<file path="config.mk">
export PLATFORM = sky130hd
export DESIGN_NAME = tma_cell
export DESIGN_NICKNAME = d
export VERILOG_FILES = /design/src/sv/tma_pkg.sv /design/src/sv/tma_cell.sv
export SDC_FILE = /design/constraint.sdc
export NUM_CORES = 1
export LEC_CHECK = 0
export ABC_AREA = 1
export BUFFER_PORTS_ARGS = -buffer_cell sky130_fd_sc_hd__buf_2
export CAP_MARGIN = 5
export CORE_AREA = 5 5 230 232
export CTS_BUF_LIST = sky130_fd_sc_hd__clkbuf_16
export CTS_CLUSTER_DIAMETER = 100
export DETAILED_ROUTE_END_ITERATION = 10
export DIE_AREA = 0 0 235 237
export PLACE_DENSITY = 0.55
export REMOVE_ABC_BUFFERS = 1
export SLEW_MARGIN = 20
export SYNTH_ARGS = -nofsm -noshare
export SYNTH_HDL_FRONTEND = slang
export SYNTH_SLANG_ARGS = --single-unit
</file>
<file path="constraint.sdc">
create_clock -name clk -period 2.8 [get_ports clk]
set_input_delay 0 -clock clk [delete_from_list [all_inputs] [get_ports clk]]
set_output_delay 0 -clock clk [all_outputs]
set_load 0.01 [all_outputs]
</file>
<file path="src/sv/tma_pkg.sv">
// Shared constants, types and helpers for the tile matrix multiply accumulator.
// Used by the top level, the accumulator cells and the port checker; no dependencies.
package tma_pkg;

    localparam int TILE          = 4;
    localparam int CELLS         = TILE * TILE;
    localparam int A_W           = 16;
    localparam int PROD_W        = 2 * A_W;
    localparam int SIZE_W        = 3;
    localparam int IDX_W         = 2;
    localparam int ACC_WIDTH_DEF = 48;

    // Slave-side tdata layout.
    localparam int A_LSB    = 0;
    localparam int B_LSB    = TILE * A_W;
    localparam int ROWS_LSB = 2 * TILE * A_W;
    localparam int COLS_LSB = ROWS_LSB + SIZE_W;
    localparam int IN_BITS  = COLS_LSB + SIZE_W;
    localparam int IN_W     = ((IN_BITS + 7) / 8) * 8;

    // Per-cycle controls broadcast from the top level to every cell.
    typedef struct packed {
        logic load;   // input transfer: capture products
        logic step;   // product stage advances into the accumulators
        logic snap;   // end of inner dimension: copy sums into the drain chain
        logic shift;  // drain chain moves one place towards the head
    } tma_ctrl_t;

    // Bookkeeping that travels with each sum along the drain chain.
    typedef struct packed {
        logic             valid;
        logic             last;
        logic [IDX_W-1:0] row;
        logic [IDX_W-1:0] col;
    } tma_hold_t;

    function automatic logic [SIZE_W-1:0] clamp_size(input logic [SIZE_W-1:0] raw);
        if (raw > SIZE_W'(TILE))
            return SIZE_W'(TILE);
        else
            return raw;
    endfunction

endpackage

</file>
<file path="src/sv/tma_cell.sv">
// One accumulator cell of the tile: product register, saturating accumulator and
// one place of the drain chain. Depends on tma_pkg.
module tma_cell
    import tma_pkg::*;
#(
    parameter int ROW       = 0,
    parameter int COL       = 0,
    parameter int ACC_WIDTH = ACC_WIDTH_DEF
)
(
    input  logic                        clk,
    input  logic                        rst_n,
    input  tma_ctrl_t                   ctrl,
    input  logic signed [A_W-1:0]       a,
    input  logic signed [A_W-1:0]       b,
    input  logic        [SIZE_W-1:0]    rows,
    input  logic        [SIZE_W-1:0]    cols,
    input  tma_hold_t                   next_info,
    input  logic        [ACC_WIDTH-1:0] next_value,
    output tma_hold_t                   info,
    output logic        [ACC_WIDTH-1:0] value
);

    localparam logic signed [ACC_WIDTH-1:0] ACC_MAX = {1'b0, {(ACC_WIDTH-1){1'b1}}};
    localparam logic signed [ACC_WIDTH-1:0] ACC_MIN = {1'b1, {(ACC_WIDTH-1){1'b0}}};

    logic signed [PROD_W-1:0]    prod_reg;
    logic signed [ACC_WIDTH-1:0] acc_reg;
    logic signed [ACC_WIDTH-1:0] acc_next;
    tma_hold_t                   info_reg;
    tma_hold_t                   info_next;
    logic        [ACC_WIDTH-1:0] value_reg;
    logic        [ACC_WIDTH-1:0] value_next;

    logic                        active;
    logic                        is_last;
    logic signed [PROD_W-1:0]    addend;
    logic signed [ACC_WIDTH:0]   sum;
    logic signed [ACC_WIDTH-1:0] sat_sum;

    assign active  = (SIZE_W'(ROW) < rows) && (SIZE_W'(COL) < cols);
    assign is_last = (SIZE_W'(ROW + 1) == rows) && (SIZE_W'(COL + 1) == cols);
    assign addend  = active ? prod_reg : '0;

    // The exact sum always fits one bit wider; differing top bits mean overflow.
    always_comb
    begin
        sum = (ACC_WIDTH+1)'(acc_reg) + (ACC_WIDTH+1)'(addend);
        if (sum[ACC_WIDTH] != sum[ACC_WIDTH-1])
            sat_sum = sum[ACC_WIDTH] ? ACC_MIN : ACC_MAX;
        else
            sat_sum = sum[ACC_WIDTH-1:0];
    end

    always_comb
    begin
        acc_next = acc_reg;
        if (ctrl.step)
            acc_next = ctrl.snap ? '0 : sat_sum;
    end

    always_comb
    begin
        info_next  = info_reg;
        value_next = value_reg;
        if (ctrl.snap)
        begin
            info_next.valid = active;
            info_next.last  = active && is_last;
            info_next.row   = IDX_W'(ROW);
            info_next.col   = IDX_W'(COL);
            value_next      = sat_sum;
        end
        else if (ctrl.shift)
        begin
            info_next  = next_info;
            value_next = next_value;
        end
    end

    always_ff @(posedge clk)
    begin
        if (ctrl.load)
            prod_reg <= PROD_W'(a) * PROD_W'(b);
        value_reg <= value_next;
    end

    always_ff @(posedge clk or negedge rst_n)
    begin
        if (!rst_n)
        begin
            acc_reg  <= '0;
            info_reg <= '0;
        end
        else
        begin
            acc_reg  <= acc_next;
            info_reg <= info_next;
        end
    end

    assign info  = info_reg;
    assign value = value_reg;

endmodule

</file>
# Word level (Yosys, flattened, before mapping)
# Cells that the tools add are included.
# totals
reg_bits,134
out_inout_bits,54
word_cells,26
# op_classes
n_eq_ne,3
addsub,1
n_reduce_logical,4
n_lt_le_gt_ge,2
n_mul,1
muxes,8
# op_table
operator,count
two-way mux 48 bit,5
adder 48 x 32 -> 49 bit,1
multiplier 16 x 16 -> 32 bit,1
two-way mux 32 bit,1
two-way mux 6 bit,2
== test 1 x 3 -> 1 bit (first input constant),2
< comparator 1 x 3 -> 1 bit (first input constant),2
logical AND 1 bit,3
nonzero test 2 bit,1
!= test 1 bit,1

# Logic depth before layout (Yosys ltp)
# logic_depth
word_depth,7
depth_mapped,27
depth_no_buf,25

# Least setup slack after synthesis
# OpenSTA, ideal clock, no wires.
# synth_timing
path_kind,input -> register
from,input b[5]
to,register prod_reg[28] (data pin)
required_time_ns,2.535
setup_time_ns,0.265
arrival_time_ns,5.054
setup_slack_ns,-2.519
n_path_buf,2
stages,18
cell_sequence,clkbuf_1 clkbuf_1 nand2_1 fa_1 inv_1 fa_1 fa_1 fa_1 fa_1 inv_1 fa_1 inv_1 ha_1 a21oi_1 o21ai_0 a221oi_1 o211ai_1 xor2_1
# synth_via
elab_chain_cells,1
# synth_lines
item,line,source
"start, declared",tma_cell.sv:15,"input logic signed [A_W-1:0] b,"
multiplier 16 x 16 -> 32 bit,tma_cell.sv:84,prod_reg <= PROD_W'(a) * PROD_W'(b);
"end signal, assigned",tma_cell.sv:84,
"end, declared",tma_cell.sv:27,logic signed [PROD_W-1:0] prod_reg;
# No other way between the ends.
# A chain may end at the register's enable or synchronous reset.

# Final worst setup path
# layout_timing
from,input a[6]
to,register prod_reg[30] (data pin)
# layout_via
elab_chain_cells,1
# layout_lines
item,line,source
"start, declared",tma_cell.sv:14,"input logic signed [A_W-1:0] a,"
multiplier 16 x 16 -> 32 bit,tma_cell.sv:84,
# No other way between the ends.

==> run summary <==
DRT iter0 DRCs -> 932
Largest delay share family, worst path -> adder cells
number of H-tree levels -> 4
Worst path slowest cell -> fa_1
HPWL Detailed -> 49.7 mm
vias in the first global route -> 20.4k
DRC -> 0
#FFs+latches synth -> 134
multi-input gate area in the final layout -> 0.0163 mm²
routed vias/inst -> 4.72
critical path's largest stage delay -> 0.57 ns
Synth top cells by count -> 851 x nand2_1, 623 x inv_1, 263 x fa_1
Worst Max-Slew Pin Slew -> 1.08 ns
CP bufs+invs -> 7
Rel. slew slack -> 27.7%
die area -> 0.0557 mm²
drt total wl -> 65.6 mm
Util after Layout -> 60.2%
Fin. Hold Viols -> 0
Post-synth EDFFs -> 80
Final period util -> 168%
CP arrival -> 4.88 ns
Max-Cap Viols -> 0
first-pass GRT wire length -> 103 mm
Worst-path clk slew -> 0.06 ns
Yosys top cell area share -> 26.4%
Synth Warn # -> 0
Die Height -> 237 µm
met3 WL -> 2.02 mm
starting density of the core -> 39.3%
Clk Latency, worst-skew pair -> 0.45 ns
routed wl met2 -> 34.2 mm
# IOs -> 152
TritonCTS Buffers -> 17
post-synth top area cell -> fa_1
Max Root-Sink Buffers -> 2
met1 WL -> 26.9 mm
Syn Inst Count -> 2700
most frequent cell after synthesis -> nand2_1
number of diodes -> 0
sequential cell area fraction in the yosys report -> 18.8%
Synth area leaders -> fa_1 26%, nand2_1 16%, edfxtp_1 12%
post-DR wirelength/cell -> 16.1 µm
FFs w/ async S/R, synth -> 40.3%
Placeable Area -> 0.0508 mm²
Mapped Avg Cell Area -> 7.39 µm²
crit-path cells -> buf_12 -> buf_8 -> buf_4 -> nand2_1 -> inv_1 -> fa_1 -> fa_1 -> fa_1 -> fa_1 -> fa_1 -> inv_1 -> fa_1 -> inv_1 -> ha_4 -> nand2_1 -> nor2_2 -> inv_1 -> nor4_2 -> nand2_1 -> o2111ai_1 -> xor2_1
Yosys cell types -> 41
final worst slack -> -1.90 ns
Final Max Tran Viols -> 0
highest routed metal layer -> met4
CP required -> 2.99 ns
Std-Cell Rows -> 83
reg2reg setup slack -> -0.12 ns
critical path peak fanout -> 8
total congestion overflow -> 0
CP startpoint -> a[6]
status -> finished, violations left
RSZ-0062 raised after global routing -> true
crit end category -> register
Fillers -> 4376
dominant synthesized flop cell -> edfxtp_1
startpoint types -> input pin
hold_sp -> cols[1]
Antenna Nets Post-Route -> 0
clock sink count -> 134
Min-Delay Path Class -> in -> reg
I/O Buffers -> 151
routed vias -> 19.3k
Setup-failing EPs final -> 77
initial antenna violation count -> 0
crit-path most repeated cell -> fa_1
clock root buffer master -> clkbuf_16
largest net degree at the start of global routing -> 55
sequential cell area -> 0.00375 mm²
R2R Path Start -> prod_reg[31]$_DFFE_PP_
Final GP Congestion -> 0.927
failing checks -> negative setup slack
P&R area growth vs syn -> 53.2%
maximum clock frequency -> 0.213 GHz
critical path type -> in -> reg
Worst Clk Skew -> 0.0103 ns
drt pass-1 iters -> 5
share of layout cells above drive strength 1 -> 37.4%
Nets -> 3881
final worst path period need -> 4.70 ns
CTS tree -> done
Tot GR Track Use -> 22.7%
die width -> 235 µm
cell area after synthesis -> 0.0199 mm²
==> final cells by class <==
cell class | count | share of cell area, %
tap | 680 | 2.78
inverter | 625 | 7.70
timing repair buffer | 768 | 21.9
multi-input combinational | 1844 | 53.4
sequential | 134 | 12.3
clock inverter | 15 | 0.557
clock buffer | 17 | 1.39
==> path summary, 6_finish.rpt <==
kind | endpoint | depth (start not counted)
setup / recovery | prod_reg[30]$_DFFE_PP_ | 21
hold reg to reg | acc_reg[18]$_DFFE_PN0P_ | 2
hold / removal | info[4]$_DFFE_PN0P_ | 4
setup reg to reg | value[15]$_DFFE_PP_ | 21
max in group asynchronous | acc_reg[27]$_DFFE_PN0P_ | 3
min in group asynchronous | acc_reg[0]$_DFFE_PN0P_ | 3
==> placed cells by master (no fill, tap or decap), drive strengths merged, types with 22 or more instances in the layout <==
cell type	instances
a21oi	79
xnor2	34
nand3	143
buf	698
nor2	151
xor2	32
nand4	22
ha	130
clkbuf	23
inv	627
nand2	892
edfxtp	80
o21ai	33
fa	263
dfrtp	54
dlygate4sd3	64
==> worst reg2reg max path, cell delays in order, from the launching register on <==
cell,delay (ns)
edfxtp_1,0.37
inv_2,0.07
nor2_4,0.05
buf_6,0.12
clkbuf_16,0.16
ha_4,0.29
nand2_2,0.06
inv_2,0.07
nand2_2,0.08
nor2_4,0.17
nand2_4,0.09
inv_2,0.07
nand2_4,0.06
buf_6,0.12
nand4_1,0.08
nand2_2,0.11
nand2_8,0.13
buf_6,0.15
buf_16,0.19
nand2_8,0.10
nand3_2,0.07
nand2_1,0.05
==> kinds of logic (layout without fill, tap and decap cells) <==
logic type / count (synthesis) / after routing / synth area share [%]
xor+xnor: 66 / 66 / 2.90
fa+ha+maj: 393 / 393 / 34.6
simple gates: 1238 / 1238 / 25.5
compound gates: 147 / 147 / 4.21
flops: 134 / 134 / 18.8
buf+inv: 722 / 1425 / 14.0
==> what timing repair did <==
| action | CTS | global route |
|---|---|---|
| cloned | 7 | 8 |
| setup buffers | 46 | 37 |
| endpoints found under the setup margin | 101 | 121 |
| pin swaps | 149 | 237 |
| hold buffers | 64 | 0 |
| hold endpoints to repair | 108 | 0 |
| gates resized for setup | 505 | 374 |
==> metal layers <==
| metal | global-route usage (%) | vias to the layer above |
|---|---|---|
| met1 | 27.7 | 9311 |
| met2 | 41.7 | 410 |
| met5 | 0 | - |
| met4 | 7.96 | 0 |
| met3 | 2.33 | 129 |
| li1 | - | 9431 |
==> per-stage QoR <==
step,area (µm²),hold WS (ns),setup slack [ns],std cells,TNS [ns]
floorplan,19500,-0.296,-2.20,2603,-182.99
global placement,24800,0.208,-2.59,3906,-78.31
detailed placement,24800,0.217,-2.66,3906,-84.62
CTS,28500,0.0102,-1.79,4048,-38.03
global route,30600,0.0792,-2.00,4083,-53.51
finish,30600,0.0270,-1.90,4083,-40.72
Power is left out: the tool's default activity adds up to more than one toggle a clock period on the data nets, which glitch-free logic cannot reach.
